### src/rtl/core/text_console_writer_defines.svh
// Assertion helpers shared by the console RTL.
// Each check samples on the rising edge of clk and is off while rst_n is low.
`ifndef TEXT_CONSOLE_WRITER_DEFINES_SVH
`define TEXT_CONSOLE_WRITER_DEFINES_SVH

// Check a property that holds at every clock edge.
`define TCW_ASSERT(label, prop, msg) \
  label: assert property (@(posedge clk) disable iff (!rst_n) prop) \
    else $error(msg);

// Check that a condition in the next cycle follows from a condition now.
`define TCW_ASSERT_NEXT(label, ante, cons, msg) \
  `TCW_ASSERT(label, (ante) |=> (cons), msg)

`endif

### src/rtl/core/tcw_pkg.sv
`default_nettype none

package tcw_pkg;

  // Field widths of the stream words
  localparam int OPCODE_W     = 2;
  localparam int CHAR_W       = 8;
  localparam int CELL_INDEX_W = 11;
  localparam int CURSOR_W     = 11;
  localparam int VALUE_W      = 16;
  localparam int ATTR_W       = 8;
  localparam int IN_W         = 24;
  localparam int OUT_W        = 32;

  localparam logic [CHAR_W-1:0] NEWLINE_CODE = 8'h0A;
  localparam logic [CHAR_W-1:0] BLANK_CODE   = 8'h20;
  localparam logic [ATTR_W-1:0] RESET_ATTR   = 8'h07;

  typedef enum logic [OPCODE_W-1:0] {
    OP_PUT   = 2'd0,
    OP_CLEAR = 2'd1,
    OP_READ  = 2'd2,
    OP_NOP   = 2'd3
  } tcw_op_t;

  // What an accepted item needs after its first cycle
  typedef enum logic [1:0] {
    PATH_DONE,
    PATH_SCROLL,
    PATH_CLEAR,
    PATH_READ
  } tcw_path_t;

  // Which sweep over the screen memory runs this cycle
  typedef enum logic [1:0] {
    SWP_NONE,
    SWP_INIT,
    SWP_FILL,
    SWP_COPY
  } tcw_sweep_t;

  typedef struct packed {
    logic       accept;
    tcw_sweep_t sweep;
    logic       idx_zero;
    logic       idx_last_row;
    logic       load_result;
    logic       result_from_ram;
  } tcw_cmd_t;

  typedef struct packed {
    tcw_path_t path;
    logic      copy_end;
    logic      fill_end;
  } tcw_stat_t;

endpackage

`default_nettype wire

### src/rtl/core/tcw_ctrl.sv
`default_nettype none

`include "text_console_writer_defines.svh"

module tcw_ctrl
  import tcw_pkg::*;
(
  input  wire logic      clk,
  input  wire logic      rst_n,
  input  wire logic      in_tvalid,
  output logic           in_tready,
  output logic           out_tvalid,
  input  wire logic      out_tready,
  input  wire tcw_stat_t stat,
  output tcw_cmd_t       cmd
);

  typedef enum logic [2:0] {
    S_INIT,
    S_IDLE,
    S_COPY,
    S_FILL,
    S_READ
  } state_t;

  state_t state_r, state_nxt;
  logic   out_valid_r, out_valid_nxt;
  logic   accept;

  assign in_tready  = (state_r == S_IDLE) && (!out_valid_r || out_tready);
  assign accept     = in_tvalid && in_tready;
  assign out_tvalid = out_valid_r;

  always_comb begin
    state_nxt           = state_r;
    cmd.accept          = 1'b0;
    cmd.sweep           = SWP_NONE;
    cmd.idx_zero        = 1'b0;
    cmd.idx_last_row    = 1'b0;
    cmd.load_result     = 1'b0;
    cmd.result_from_ram = 1'b0;
    unique case (state_r)
      S_INIT: begin
        cmd.sweep = SWP_INIT;
        if (stat.fill_end) begin
          cmd.idx_zero = 1'b1;
          state_nxt    = S_IDLE;
        end
      end
      S_IDLE: begin
        if (accept) begin
          cmd.accept = 1'b1;
          unique case (stat.path)
            PATH_DONE:   cmd.load_result = 1'b1;
            PATH_SCROLL: begin
              cmd.idx_zero = 1'b1;
              state_nxt    = S_COPY;
            end
            PATH_CLEAR: begin
              cmd.idx_zero = 1'b1;
              state_nxt    = S_FILL;
            end
            PATH_READ:   state_nxt = S_READ;
            default:     cmd.load_result = 1'b1;
          endcase
        end
      end
      S_COPY: begin
        cmd.sweep = SWP_COPY;
        if (stat.copy_end) begin
          cmd.idx_last_row = 1'b1;
          state_nxt        = S_FILL;
        end
      end
      S_FILL: begin
        cmd.sweep = SWP_FILL;
        if (stat.fill_end) begin
          cmd.load_result = 1'b1;
          cmd.idx_zero    = 1'b1;
          state_nxt       = S_IDLE;
        end
      end
      S_READ: begin
        cmd.load_result     = 1'b1;
        cmd.result_from_ram = 1'b1;
        state_nxt           = S_IDLE;
      end
      default: state_nxt = S_IDLE;
    endcase
  end

  always_comb begin
    if (cmd.load_result) begin
      out_valid_nxt = 1'b1;
    end else if (out_tready) begin
      out_valid_nxt = 1'b0;
    end else begin
      out_valid_nxt = out_valid_r;
    end
  end

  always_ff @(posedge clk) begin
    if (!rst_n) begin
      state_r     <= S_INIT;
      out_valid_r <= 1'b0;
    end else begin
      state_r     <= state_nxt;
      out_valid_r <= out_valid_nxt;
    end
  end

  `TCW_ASSERT(a_load_free, cmd.load_result |-> (!out_valid_r || out_tready), "result overwrites a held word")
  `TCW_ASSERT_NEXT(a_copy_then_fill, state_r == S_COPY, state_r == S_COPY || state_r == S_FILL, "scroll copy left early")
  `TCW_ASSERT_NEXT(a_fill_done, state_r == S_FILL && stat.fill_end, state_r == S_IDLE && out_valid_r, "fill ended without result")
  `TCW_ASSERT_NEXT(a_read_done, state_r == S_READ, state_r == S_IDLE && out_valid_r, "read gave no result")

endmodule

`default_nettype wire

### config.mk
export PLATFORM = sky130hd
export DESIGN_NAME = tcw_ctrl
export DESIGN_NICKNAME = d
export VERILOG_FILES = /design/src/rtl/core/tcw_pkg.sv /design/src/rtl/core/tcw_ctrl.sv
export VERILOG_INCLUDE_DIRS = /design/src /design/src/rtl/core
export SDC_FILE = /design/constraint.sdc
export NUM_CORES = 1
export LEC_CHECK = 0
export BUFFER_PORTS_ARGS = -buffer_cell sky130_fd_sc_hd__buf_2
export CAP_MARGIN = 30
export CELL_PAD_IN_SITES_DETAIL_PLACEMENT = 1
export CELL_PAD_IN_SITES_GLOBAL_PLACEMENT = 2
export CORE_UTILIZATION = 24
export CTS_CLUSTER_SIZE = 12
export DETAILED_ROUTE_END_ITERATION = 12
export PLACE_DENSITY = 0.77
export SYNTH_ARGS = -nofsm -noshare
export SYNTH_HDL_FRONTEND = slang
export SYNTH_SLANG_ARGS = --single-unit
### constraint.sdc
create_clock -name clk -period 4.3 [get_ports clk]
set_input_delay 0.645 -clock clk [delete_from_list [all_inputs] [get_ports clk]]
set_output_delay 0.645 -clock clk [all_outputs]
set_load 0.02 [all_outputs]
# Yosys cells after proc, flatten, opt, wreduce, memory -nomap -nowiden
# Cells that the tools add are included.
# W data, S select, Z words.
dict set report classes {
  n_reduce_logical 10
  n_eq_ne 11
  n_mul 0
  div_mod_pow 0
  n_mux 20
  n_bitwise 0
  order_cmp 0
  n_addsub 0
  n_shift 0
}
# op n
set ops {}
lappend ops {{$pmux W3 S3} 2}
lappend ops {{$mux W1} 12}
lappend ops {{$mux W3} 3}
lappend ops {{$eq A3 B2 Y1 const B} 2}
lappend ops {{$pmux W2 S3} 1}
lappend ops {{$eq A2 B2 Y1 const B} 2}
lappend ops {{$ne A2 B2 Y1 const B} 2}
lappend ops {{$ne A4 B1 Y1 const B} 1}
lappend ops {{$reduce_and A4 Y1} 1}
lappend ops {{$reduce_or A2 Y1} 2}
lappend ops {{$eq A3 B1 Y1 const B} 1}
lappend ops {{$eq A3 B3 Y1 const B} 1}
lappend ops {{$logic_not A3 Y1} 1}
lappend ops {{$pmux W1 S3} 1}
lappend ops {{$eq A2 B1 Y1 const B} 1}
lappend ops {{$logic_and A1 B1 Y1} 2}
lappend ops {{$logic_not A2 Y1} 1}
lappend ops {{$ne A2 B1 Y1 const B} 1}
lappend ops {{$pmux W1 S2} 1}
lappend ops {{$reduce_bool A2 Y1} 1}
lappend ops {{$logic_not A1 Y1} 1}
lappend ops {{$logic_or A1 B1 Y1} 1}
dict set report word_totals {
  input_bits 8
  regBits 4
  n_memories 0
  wordCells 43
  ram_bits 0
  latch_bits 0
  out_inout_bits 9
  rom_bits 0
}

# Longest topological paths before layout
# Gate-level depths: netlist of the first run.
dict set report logic_depth {
  word_depth 7
  mapped_depth 6
  ltp_nobuf 5
}

# Least setup slack after synthesis of the first run
# OpenSTA, ideal clock, no wires.
dict set report synth_timing {
  path_kind {register -> output}
  start {reg state_r[1]}
  end {out cmd[1] (netlist bit)}
  arrival_ps 1607
  path_stages_with_launch 7
  n_path_buf 2
  t_required_ps 3655
  path_slack_ps 2048
  path_cell_list {dfxtp_1 > buf_2 > or3b_4 > or3b_4 > inv_1 > a21o_1 > buf_4}
}
# item line_no
set synth_lines {}
lappend synth_lines {{start, declared} tcw_ctrl.sv:26} ;# state_t state_r, state_nxt;
lappend synth_lines {{start signal, assigned} tcw_ctrl.sv:107} ;# state_r <= state_nxt;
lappend synth_lines {{end, declared} tcw_ctrl.sv:15} ;# output tcw_cmd_t cmd

==> impl_summary.txt, run 1 <==
----------------------------------------------------
[Outcome]
  Outcome ... finished clean

[Yosys]
  Post-synth design cell area ... 354 um^2
  Post-synthesis net count ... 56
  Synth Area in XOR/XNOR ... 0%
  Leading cell types by total area after synthesis ... sky130_fd_sc_hd__dfxtp_1 (23%), sky130_fd_sc_hd__ha_1 (14%), sky130_fd_sc_hd__nor2b_1 (7.1%)
  Flops & latches, synth ... 4
  FFs w/ async S/R, synth ... 0%
  Portion of synthesized cell area occupied by the leading cell type ... 22.6%
  Mean instance size in the synthesized netlist ... 8.05 um^2
  Most frequent cells after synthesis ... sky130_fd_sc_hd__dfxtp_1 (4), sky130_fd_sc_hd__ha_1 (4), sky130_fd_sc_hd__nor2_1 (4), sky130_fd_sc_hd__nor2b_1 (4)
  Largest area contributor in the synthesized netlist ... sky130_fd_sc_hd__dfxtp_1
  Number of library cell types mapped by synthesis ... 22
  Cell count after synthesis ... 44
  Synthesized-area fraction occupied by ao, oa, aoi and oai cells ... 11.7%
  Count of synthesis-stage warnings from yosys ... 0
  Multiplexer area fraction after synthesis ... 0%
  Dominant combinational cell family by area after synthesis ... simple AND/OR/NAND/NOR gates
  Share of synthesized area occupied by flip-flops and latches ... 22.6%
  Post-synthesis simple-gate area fraction ... 42.8%
  Count of flip-flops with a built-in enable after synthesis ... 0
  Post-synthesis adder-cell area fraction ... 14.1%
  Top flip-flop cell by instance count after synthesis ... sky130_fd_sc_hd__dfxtp_1

[Power and ir drop]
  Power per standard cell area ... 274 nW/um^2
  P_leak ... 0.000244 uW
  Worst vdd ir ... 130 uV
  Post-layout power ... 125 uW

[Timing]
  Final min period ... 2490 ps
  Number of failing setup endpoints in the final timing report ... 0
  Setup TNS Final ... 0 ps
  RSZ-0062 raised after global routing ... no
  Count of final hold-check violations ... 0
  Top achievable clock speed ... 0.402 GHz
  Final Skew ... 1.21 ps
  Worst slew margin ... 81.1%
  Slew at the pin closest to its max-slew limit ... 283 ps
  Period Utilization, post-route ... 57.9%
  Final setup margin ... 1810 ps
  Number of pins with negative max-slew slack in the final report ... 0

[Clocking]
  Number of cells upsized or downsized after cts ... 0
  Number of buffers on the longest clock path ... 2
  Post-CTS Hold Buffers ... 0
  Clock H-tree levels ... 1
  Master cell of the clock root buffer ... sky130_fd_sc_hd__clkbuf_4
  Clk slew on worst S/H paths ... 40 ps
  Post-CTS Repair Setup Buffers ... 0
  Number of buffers inserted during clock tree synthesis ... 3
  Num Clock Sinks ... 4
  Clk_lat worst skew ... 240 ps
  TritonCTS clock tree ... built

[Placed design]
  I/O Buffers ... 16
  Placed standard-cell area ... 433 um^2
  Number of placed cells counting well taps ... 72
  Global placement routability congestion ... 0.631
  Post-Place Worst Slack ... 2050 ps
  HPWL reported at the end of detailed placement ... 664 um

[Die]
  Total die area ... 1630 um^2
  Vertical die dimension ... 40.4 um
  Row Count ... 13
  Boundary pin count ... 17
  Chip width ... 40.4 um
  Initial core utilization ... 26.5%
  Area of the core ... 1330 um^2

[Final layout]
  Ratio of cells with drive above 1 in the final layout ... 36.7%
  Filler cell count in the final layout ... 179
  Combined flip-flop and latch cell area ... 80.1 um^2
  Number of standard cells in the layout, taps in and fillers out ... 75
  Final std cell area, no fill ... 455 um^2
  Antenna diode count ... 0
  Multi-input gate area ... 243 um^2
  Layout overhead on the synthesized area ... 28.6%
  Nets ... 74

[Critical path]
  Logic depth of the worst register-to-register path ... 3
  Dominant delay contributor by cell family on the critical path ... simple AND/OR/NAND/NOR gates
  Arrival @ worst endpoint ... 1840 ps
  Most used cell along the critical path ... sky130_fd_sc_hd__or3b_4
  Reg2Reg Setup Slack ... 2570 ps
  Critical register-to-register path endpoint ... state_r[0]$_SDFFE_PN0P_
  Maximum cell stage delay along the critical path ... 460 ps
  Buf+Inv Stages, Crit Path ... 2
  Slowest cell on crit path ... sky130_fd_sc_hd__dfxtp_1
  Path type of the worst setup path ... flip-flop to output pin
  Crit path launch type ... flip-flop
  Chain of cells forming the critical path ... or3b_4 > or3b_4 > inv_1 > a21o_1 > buf_2
  Startpoint of the most critical register-to-register path ... state_r[0]$_SDFFE_PN0P_
  Top fanout value on the critical path ... 9
  Capturing element type of the critical path ... output pin
  Data required time of the critical path ... 3650 ps

[Min path]
  Worst Hold End ... state_r[1]$_SDFFE_PN0P_
  Start point of the worst hold path ... state_r[2]$_SDFFE_PN0P_
  Hold Path Cell Cnt ... 1
  Min-delay worst type ... flip-flop to flip-flop

[Detailed routing]
  Total number of vias ... 356
  DR pass1 iterations ... 3
  Residual DRC count ... 0
  Drt initial violations ... 4
  Final antenna-violating net count ... 0
  Routed wire per std cell ... 11.3 um
  Total routed wirelength ... 845 um
  Mean number of vias per cell ... 4.75

[Global routing]
  Overflow left after global routing ... 0
  Total track usage ... 12.7%
  Antenna violations before repair ... 0
  First-pass GRT wire length ... 1310 um
  Pin count of the biggest net entering global routing ... 10
  Vias in the first global route ... 305

[Run]
  Max capacitance violation total ... 0

----------------------------------------------------
[flip-flops by register name (all words and copies together), names as in the netlist]
name,flops
out_tvalid,1
state_r,3
[layout by cell type, fill, tap and decap left out, drive strengths merged]
master	count
nor3	2
nand4b	1
nand2	3
nor2	4
o31a	1
ha	4
or2	1
nor3b	1
nor4bb	1
nor2b	4
o311a	1
nand3	2
a41oi	1
or3b	2
a31oi	1
nand4	1
clkbuf	3
dfxtp	4
a21o	1
nand2b	3
inv	3
buf	16
[report_power, final]
part | switching, uW | internal (uW) | leakage (uW)
registers | 3.34 | 39.1 | 0.0000327
logic | 19.4 | 15.9 | 0.000198
clock network | 15.9 | 31.3 | 0.0000138
total | 38.6 | 86.3 | 0.000244
[stage by stage]
step / utilization [%] / hold WS [ps]
floorplan: - / 512
global placement: 32.5 / 579
CTS: 34.1 / 586
finish: 34.1 / 573
detailed placement: 32.5 / 581
global route: 34.1 / 634
[worst max-delay path by stage]
stage / startpoint / end / slack [ps] / cells after the start
final: state_r[0]$_SDFFE_PN0P_ / cmd[1] / 1810 / 5
after global routing: state_r[0]$_SDFFE_PN0P_ / cmd[1] / 1700 / 5
after CTS: state_r[0]$_SDFFE_PN0P_ / cmd[1] / 1790 / 5
after detailed placement: state_r[0]$_SDFFE_PN0P_ / cmd[1] / 2050 / 5
after global placement: state_r[0]$_SDFFE_PN0P_ / cmd[1] / 2050 / 5
after floorplan: state_r[1]$_SDFFE_PN0P_ / cmd[1] / 2050 / 6
[per-layer routing]
| layer | global-route usage (%) | vias up | wire (um) |
|---|---|---|---|
| met2 | 17.9 | 16 | 346 |
| met4 | 7.50 | 0 | 0 |
| li1 | - | 184 | - |
| met5 | 0 | - | 0 |
| met1 | 15.6 | 156 | 421 |
| met3 | 5.56 | 0 | 77 |
[cell type report]
| cell class | instances | share of cell area, % |
|---|---|---|
| inverters | 3 | 2.47 |
| well taps | 15 | 4.12 |
| flip-flops and latches | 4 | 17.6 |
| repair buffers | 16 | 17.6 |
| multi-input cells | 34 | 53.3 |
| clock buffers | 3 | 4.95 |
[logic make-up (layout without fill, tap and decap cells)]
| group | count (synthesis) | count (layout) |
|---|---|---|
| buffers and inverters | 6 | 22 |
| AOI/OAI and AO/OA | 5 | 5 |
| adders and majority gates | 4 | 4 |
| and+or+nand+nor | 25 | 25 |
| DFF | 4 | 4 |
Note: power is estimated with default switching activity, not from simulation.
==> run 2, diff against run 1 <==
--- a/config.mk
+++ b/config.mk
@@ -6,14 +6,16 @@
 export SDC_FILE = /design/constraint.sdc
 export NUM_CORES = 1
 export LEC_CHECK = 0
+export ABC_AREA = 1
 export BUFFER_PORTS_ARGS = -buffer_cell sky130_fd_sc_hd__buf_2
 export CAP_MARGIN = 30
 export CELL_PAD_IN_SITES_DETAIL_PLACEMENT = 1
 export CELL_PAD_IN_SITES_GLOBAL_PLACEMENT = 2
-export CORE_UTILIZATION = 24
+export CORE_ASPECT_RATIO = 1.4
+export CORE_UTILIZATION = 20
 export CTS_CLUSTER_SIZE = 12
 export DETAILED_ROUTE_END_ITERATION = 12
-export PLACE_DENSITY = 0.77
+export PLACE_DENSITY = 0.69
 export SYNTH_ARGS = -nofsm -noshare
 export SYNTH_HDL_FRONTEND = slang
 export SYNTH_SLANG_ARGS = --single-unit
==> constraint.sdc (replaced) <==
create_clock -name clk -period 2.08 [get_ports clk]
set_input_delay 0.312 -clock clk [delete_from_list [all_inputs] [get_ports clk]]
set_output_delay 0.312 -clock clk [all_outputs]
set_load 0.02 [all_outputs]
==> impl_summary.txt, run 2 <==
----------------------------------------------------
[Final layout]
  Commonest non-fill, non-tap cell in the layout ... sky130_fd_sc_hd__buf_2
  Antenna diode count ... 0 (unchanged)
  Filler cell count in the final layout ... 279 (+56%)
  Number of standard cells in the layout, taps in and fillers out ... 107 (+43%)
  Final core utilization ... 27.4% (-6.7 points)
  Commonest cells after routing, fill and taps aside ... sky130_fd_sc_hd__buf_2 (16), sky130_fd_sc_hd__inv_1 (15), sky130_fd_sc_hd__nor2_1 (13)
  Layout overhead on the synthesized area ... 28.4%
  Register containing the most flip-flops in the final layout ... state_r
  Nets ... 100 (+35%)
  Ratio of cells with drive above 1 in the final layout ... 34.9% (-1.8 points)
  Flip-flop count of the largest register after layout ... 3 (unchanged)

[Clocking]
  Post-CTS Hold Buffers ... 0 (unchanged)
  Number of cells upsized or downsized after cts ... 0 (unchanged)
  Clock H-tree levels ... 1 (unchanged)
  TritonCTS clock tree ... built
  Num Clock Sinks ... 4 (unchanged)
  Master cell of the clock root buffer ... sky130_fd_sc_hd__clkbuf_4
  Number of buffers on the longest clock path ... 2 (unchanged)
  Clk_lat worst skew ... 240 ps (about the same)
  Clk slew on worst S/H paths ... 40 ps (about the same)
  Post-CTS Repair Setup Buffers ... 0 (unchanged)
  Number of buffers inserted during clock tree synthesis ... 3 (unchanged)

[Timing]
  Number of failing setup endpoints in the final timing report ... 0 (unchanged)
  Final Skew ... 4.59 ps (+3.38 ps)
  Slew at the pin closest to its max-slew limit ... 409 ps (+126 ps)
  Worst slew margin ... 72.6% (-8.5 points)
  RSZ-0062 raised after global routing ... no
  Period Utilization, post-route ... 81.9%
  Top achievable clock speed ... 0.587 GHz
  Final min period ... 1700 ps
  Count of final hold-check violations ... 0 (unchanged)
  Number of pins with negative max-slew slack in the final report ... 0 (unchanged)
  Final setup margin ... 376 ps (-1440 ps)
  Setup TNS Final ... 0 ps (unchanged)

[Run]
  Max capacitance violation total ... 0 (unchanged)

[Detailed routing]
  Mean number of vias per cell ... 4.36 (-8.2%)
  Total number of vias ... 466 (+31%)
  Final antenna-violating net count ... 0 (unchanged)
  Routed wire per std cell ... 10.1 um (-10%)
  Residual DRC count ... 0 (unchanged)
  Total routed wirelength ... 1080 um (+28%)
  DR pass1 iterations ... 2 (-1)
  Drt initial violations ... 5 (+1)

[Yosys]
  Flops & latches, synth ... 4 (unchanged)
  Leading cell type by number of instances after synthesis ... sky130_fd_sc_hd__inv_1
  Share of synthesized area occupied by flip-flops and latches ... 18.8% (-3.8 points)
  Multiplexer area fraction after synthesis ... 0% (unchanged)
  Cell count after synthesis ... 68 (+55%)
  Most frequent cells after synthesis ... sky130_fd_sc_hd__inv_1 (15), sky130_fd_sc_hd__nor2_1 (13), sky130_fd_sc_hd__nand2_1 (10)
  Number of library cell types mapped by synthesis ... 20 (-9.1%)
  Post-synth design cell area ... 427 um^2 (+20%)
  Post-synthesis adder-cell area fraction ... 11.7% (-2.4 points)
  Dominant combinational cell family by area after synthesis ... simple AND/OR/NAND/NOR gates
  Count of synthesis-stage warnings from yosys ... 0 (unchanged)
  Top flip-flop cell by instance count after synthesis ... sky130_fd_sc_hd__dfxtp_1
  Post-synthesis net count ... 80 (+43%)
  Leading cell types by total area after synthesis ... sky130_fd_sc_hd__dfxtp_1 (19%), sky130_fd_sc_hd__inv_1 (13%), sky130_fd_sc_hd__ha_1 (12%)
  Post-synthesis simple-gate area fraction ... 44.3% (+1.5 points)
  Largest area contributor in the synthesized netlist ... sky130_fd_sc_hd__dfxtp_1
  Portion of synthesized cell area occupied by the leading cell type ... 18.8% (-3.8 points)
  Synthesized-area fraction occupied by ao, oa, aoi and oai cells ... 8.50% (-3.2 points)
  FFs w/ async S/R, synth ... 0% (unchanged)
  Count of flip-flops with a built-in enable after synthesis ... 0 (unchanged)
  Synth Area in XOR/XNOR ... 0% (unchanged)
  Mean instance size in the synthesized netlist ... 6.27 um^2 (-22%)

[Critical path]
  Reg2Reg Setup Slack ... 790 ps (-1780 ps)
  Path type of the worst setup path ... flip-flop to output pin
  Top fanout value on the critical path ... 6 (-3)
  Dominant delay contributor by cell family on the critical path ... flip-flops
  Logic depth of the worst register-to-register path ... 7 (+4)
  Chain of cells forming the critical path ... inv_2 > nor2_4 > nand2_2 > nor3_4 > a22o_1 > buf_2
  Maximum cell stage delay along the critical path ... 430 ps (-30 ps)
  Buf+Inv Stages, Crit Path ... 2 (unchanged)
  Data required time of the critical path ... 1770 ps (-1880 ps)
  Arrival @ worst endpoint ... 1390 ps (-450 ps)
  Startpoint of the most critical register-to-register path ... state_r[2]$_SDFFE_PN0P_
  Critical register-to-register path endpoint ... state_r[0]$_SDFFE_PN0P_
  Crit path launch type ... flip-flop
  Capturing element type of the critical path ... output pin
  Slowest cell on crit path ... sky130_fd_sc_hd__dfxtp_1

[Power and ir drop]
  Net switching power ... 359 uW (+830%)
  Power per standard cell area ... 1230 nW/um^2 (+350%)
  P_leak ... 0.000327 uW (+34%)
  Worst vdd ir ... 341 uV (+160%)
  Internal ... 317 uW (+270%)
  Portion of total power attributed to the clock network ... 14.5% (-23 points)
  Switching part of the total power ... 53.1% (+22 points)
  Post-layout power ... 676 uW (+440%)
  Fraction of power consumed by sequential logic ... 20.1% (-14 points)
  Combinational group share of total power ... 65.3% (+37 points)

[Placed design]
  Post-Place Worst Slack ... 572 ps (-1470 ps)
  HPWL reported at the end of detailed placement ... 977 um (+47%)
  Global placement routability congestion ... 0.695 (+10%)
  I/O Buffers ... 16 (unchanged)
  Number of placed cells counting well taps ... 104 (+44%)

[Die]
  Boundary pin count ... 17 (unchanged)
  Total die area ... 2320 um^2 (+42%)
  Vertical die dimension ... 56.7 um (+40%)
  Initial core utilization ... 21.4% (-5.2 points)
  Area of the core ... 2000 um^2 (+50%)
  Row Count ... 19 (+6)
  Chip width ... 41.0 um (+1.5%)

[Min path]
  Hold Path Cell Cnt ... 3 (+2)
  Start point of the worst hold path ... rst_n
  Worst Hold End ... out_tvalid$_SDFFE_PN0P_
  Min-delay worst type ... primary input to flip-flop

[Global routing]
  Antenna violations before repair ... 0 (unchanged)
  Pin count of the biggest net entering global routing ... 7 (-3)
  Total track usage ... 11.0% (-1.7 points)
  Overflow left after global routing ... 0 (unchanged)
  Vias in the first global route ... 449 (+47%)
  First-pass GRT wire length ... 1770 um (+35%)

[Outcome]
  Outcome ... finished clean

----------------------------------------------------
run 2: cell count changes after synthesis, sizes merged, moves of 2 or more:
cell,delta
nor2b,-4
nor2,+12
inv,+14
buf,-2
nand2,+10
nand3,+3
or3b,-2
nand2b,-3
run 2: through the flow:
step / cell area (um^2) / hold WS [ps]
6_report: 548 / 318
5_1_grt: 548 / 344
3_3_place_gp: 526 / 558
2_1_floorplan: 427 / 410
3_5_place_dp: 526 / 566
4_1_cts: 548 / 315
run 2: worst max path at each step:
| stage | startpoint | to | slack [ps] | depth (start not counted) |
|---|---|---|---|---|
| floorplan | state_r[0]$_SDFFE_PN0P_ | cmd[3] | 580 | 5 |
| global placement | out_tready | cmd[3] | 570 | 5 |
| detailed placement | out_tready | cmd[3] | 570 | 5 |
| CTS | state_r[0]$_SDFFE_PN0P_ | cmd[3] | 340 | 6 |
| global route | state_r[0]$_SDFFE_PN0P_ | cmd[3] | 270 | 6 |
| finish | state_r[0]$_SDFFE_PN0P_ | cmd[3] | 380 | 6 |
run 2: metal layers:
metal | track usage (%) | share of wire (%) | vias to the layer above
met3 | 0 | 2.1 | 0
met5 | 0 | 0 | -
met2 | 18.5 | 59 | 8
met1 | 13.0 | 39 | 217
li1 | - | - | 241
met4 | 5.71 | 0 | 0
run 2: worst reg2reg max path, delay by kind of cell (launching register included):
family	cells	cell delay [ps]
AO/OA/AOI/OAI	1	200
AND/OR/NAND/NOR	5	480
flip-flops	1	410
buffers and inverters	1	100
run 2: logic make-up after synthesis:
logic type / count (synthesis)
buf+inv: 18
flops: 4
compound gates: 5
fa+ha+maj: 4
simple gates: 37
run 2: power groups by stage:
stage | combinational, uW | sequential [uW] | clock (uW)
4_1_cts | 453 | 138 | 103
6_report | 442 | 136 | 98.2
3_5_place_dp | 452 | 139 | 0
3_3_place_gp | 452 | 137 | 0
5_1_grt | 495 | 143 | 104
2_1_floorplan | 336 | 134 | 0
run 2: cell type report:
cell class                 instances  area [um^2]  area share (%)
inverter                          17         63.8            11.6
timing repair buffer              16         80.1            14.6
sequential                         4         80.1            14.6
tap                               21         26.3            4.79
clock buffer                       3         22.5            4.11
multi-input combinational         46          275            50.2
==> run 3, diff against run 2 <==
==> constraint.sdc (replaced) <==
create_clock -name clk -period 1.55 [get_ports clk]
set_input_delay 0.2325 -clock clk [delete_from_list [all_inputs] [get_ports clk]]
set_output_delay 0.2325 -clock clk [all_outputs]
set_load 0.02 [all_outputs]
==> impl_summary.txt, run 3 (synthesis gave the netlist of run 2 again) <==
----------------------------------------------------
[Power and ir drop]
  Portion of total power attributed to the clock network ... 12.8% (-1.7 points)
  Fraction of power consumed by sequential logic ... 20.7% (+0.6 points)
  Worst vdd ir ... 479 uV (+41%)
  Combinational group share of total power ... 66.4% (+1.1 points)
  Internal ... 468 uW (+47%)
  P_leak ... 0.000340 uW (+4.1%)
  Power per standard cell area ... 1680 nW/um^2 (+36%)
  Switching part of the total power ... 52.3% (-0.80 points)
  Net switching power ... 512 uW (+43%)

[Min path]
  Min-delay worst type ... primary input to flip-flop
  Hold Path Cell Cnt ... 3 (unchanged)
  Start point of the worst hold path ... rst_n
  Worst Hold End ... out_tvalid$_SDFFE_PN0P_

[Final layout]
  Register containing the most flip-flops in the final layout ... state_r
  Filler cell count in the final layout ... 277 (-0.72%)
  Flip-flop count of the largest register after layout ... 3 (unchanged)
  Layout overhead on the synthesized area ... 37.0%
  Final core utilization ... 29.3% (+1.8 points)
  Commonest non-fill, non-tap cell in the layout ... sky130_fd_sc_hd__inv_1
  Antenna diode count ... 0 (unchanged)
  Nets ... 101 (+1.0%)
  Multi-input gate area ... 287 um^2 (+4.1%)
  Ratio of cells with drive above 1 in the final layout ... 40.2% (+5.3 points)
  Combined flip-flop and latch cell area ... 86.3 um^2 (+7.8%)
  Commonest cells after routing, fill and taps aside ... sky130_fd_sc_hd__inv_1 (15), sky130_fd_sc_hd__buf_2 (14), sky130_fd_sc_hd__nor2_1 (13)

[Critical path]
  Data required time of the critical path ... 1320 ps (-450 ps)
  Maximum cell stage delay along the critical path ... 380 ps (-50 ps)
  Startpoint of the most critical register-to-register path ... state_r[2]$_SDFFE_PN0P_
  Chain of cells forming the critical path ... inv_4 > nor2_4 > nand2_4 > nor3_4 > a22o_1 > buf_6
  Arrival @ worst endpoint ... 1310 ps (-80 ps)
  Critical register-to-register path endpoint ... state_r[0]$_SDFFE_PN0P_
  Slowest cell on crit path ... sky130_fd_sc_hd__dfxtp_4
  Top fanout value on the critical path ... 6 (unchanged)
  Reg2Reg Setup Slack ... 360 ps (-430 ps)
  Dominant delay contributor by cell family on the critical path ... flip-flops
  Buf+Inv Stages, Crit Path ... 2 (unchanged)
  Capturing element type of the critical path ... output pin
  Logic depth of the worst register-to-register path ... 7 (unchanged)
  Crit path launch type ... flip-flop
  Path type of the worst setup path ... flip-flop to output pin

[Die]
  Chip width ... 41.0 um (unchanged)
  Initial core utilization ... 21.4% (unchanged)
  Boundary pin count ... 17 (unchanged)
  Vertical die dimension ... 56.7 um (unchanged)
  Total die area ... 2320 um^2 (unchanged)
  Row Count ... 19 (unchanged)
  Area of the core ... 2000 um^2 (unchanged)

[Detailed routing]
  Mean number of vias per cell ... 4.24 (-2.6%)
  Final antenna-violating net count ... 0 (unchanged)
  Drt initial violations ... 7 (+2)
  Total routed wirelength ... 1110 um (+2.3%)
  DR pass1 iterations ... 2 (unchanged)
  Residual DRC count ... 0 (unchanged)
  Routed wire per std cell ... 10.3 um (+1.4%)
  Total number of vias ... 458 (-1.7%)

[Clocking]
  Clk slew on worst S/H paths ... 40 ps (about the same)
  TritonCTS clock tree ... built
  Post-CTS Hold Buffers ... 0 (unchanged)
  Master cell of the clock root buffer ... sky130_fd_sc_hd__clkbuf_4
  Number of buffers on the longest clock path ... 2 (unchanged)
  Clock H-tree levels ... 1 (unchanged)
  Num Clock Sinks ... 4 (unchanged)
  Post-CTS Repair Setup Buffers ... 0 (unchanged)
  Number of buffers inserted during clock tree synthesis ... 3 (unchanged)
  Clk_lat worst skew ... 230 ps (about the same)

[Timing]
  Setup TNS Final ... 0 ps (unchanged)
  Final setup margin ... 11.4 ps (-365 ps)
  Top achievable clock speed ... 0.650 GHz
  Final min period ... 1540 ps
  Worst slew margin ... 87.6% (+15 points)
  Post-route worst hold slack ... 236 ps (-82.0 ps)
  Number of pins with negative max-slew slack in the final report ... 0 (unchanged)
  Number of failing setup endpoints in the final timing report ... 0 (unchanged)
  Period Utilization, post-route ... 99.3%
  RSZ-0062 raised after global routing ... yes
  Slew at the pin closest to its max-slew limit ... 186 ps (-223 ps)
  Count of final hold-check violations ... 0 (unchanged)
  Final Skew ... 0.434 ps (-4.16 ps)

[Global routing]
  Overflow left after global routing ... 0 (unchanged)
  Pin count of the biggest net entering global routing ... 7 (unchanged)
  First-pass GRT wire length ... 1830 um (+3.1%)
  Vias in the first global route ... 461 (+2.7%)
  Total track usage ... 11.2% (+0.28 points)
  Antenna violations before repair ... 0 (unchanged)

[Outcome]
  Outcome ... finished clean

[Placed design]
  HPWL reported at the end of detailed placement ... 962 um (-1.5%)
  Global placement routability congestion ... 0.756 (+8.8%)
  Post-Place Worst Slack ... 123 ps (-448 ps)
  I/O Buffers ... 16 (unchanged)

[Run]
  Max capacitance violation total ... 0 (unchanged)

----------------------------------------------------
run 3: metrics by stage:
step | total power (uW) | cells | instance area (um^2)
global route | 1070 | 108 | 584
CTS | 981 | 108 | 577
detailed placement | 802 | 105 | 533
floorplan | 632 | 68 | 427
finish | 979 | 108 | 584
global placement | 805 | 105 | 533
run 3: worst max-delay path by stage:
stage,end,start,slack [ps],depth (start not counted)
finish,cmd[3],state_r[0]$_SDFFE_PN0P_,10,6
global route,cmd[3],state_r[0]$_SDFFE_PN0P_,-50,6
CTS,cmd[3],state_r[0]$_SDFFE_PN0P_,-8,6
detailed placement,cmd[3],state_r[0]$_SDFFE_PN0P_,120,6
global placement,cmd[3],state_r[0]$_SDFFE_PN0P_,170,6
floorplan,cmd[3],state_r[0]$_SDFFE_PN0P_,130,5
run 3: per-layer routing:
layer | GRT usage, % | wire length, um | vias to the layer above
li1 | - | - | 242
met3 | 1.98 | 50 | 0
met2 | 19.0 | 614 | 10
met4 | 5.71 | 0 | 0
met1 | 12.2 | 442 | 206
met5 | 0 | 0 | -
run 3: worst register-to-register path, stage by stage, from the launching register on:
cell and delay [ps]:
sky130_fd_sc_hd__dfxtp_2 360, sky130_fd_sc_hd__inv_2 80, sky130_fd_sc_hd__nand3_1 160, sky130_fd_sc_hd__nor2_1 70, sky130_fd_sc_hd__a21oi_1 180, sky130_fd_sc_hd__nand3_1 120, sky130_fd_sc_hd__nand2_1 70, sky130_fd_sc_hd__nor2_1 40
run 3: timing repair:
item / CTS / global route
endpoints found under the setup margin: 3 / 2
pin swaps: 0 / 1
gates resized for setup: 8 / 2
hold endpoints to repair: 0 / 0
run 3: cell type report:
class,count,area share [%]
multi-input cells,46,49.0
flip-flops and latches,4,14.8
well taps,21,4.50
repair buffers,17,16.5
clock buffers,3,3.85
inverters,17,11.3
run 3: power by group through the flow:
stage / logic [uW] / registers, uW / clock network, uW
global route: 723 / 208 / 136
detailed placement: 614 / 188 / 0
CTS: 643 / 203 / 134
finish: 651 / 203 / 126
global placement: 621 / 184 / 0
floorplan: 451 / 180 / 0
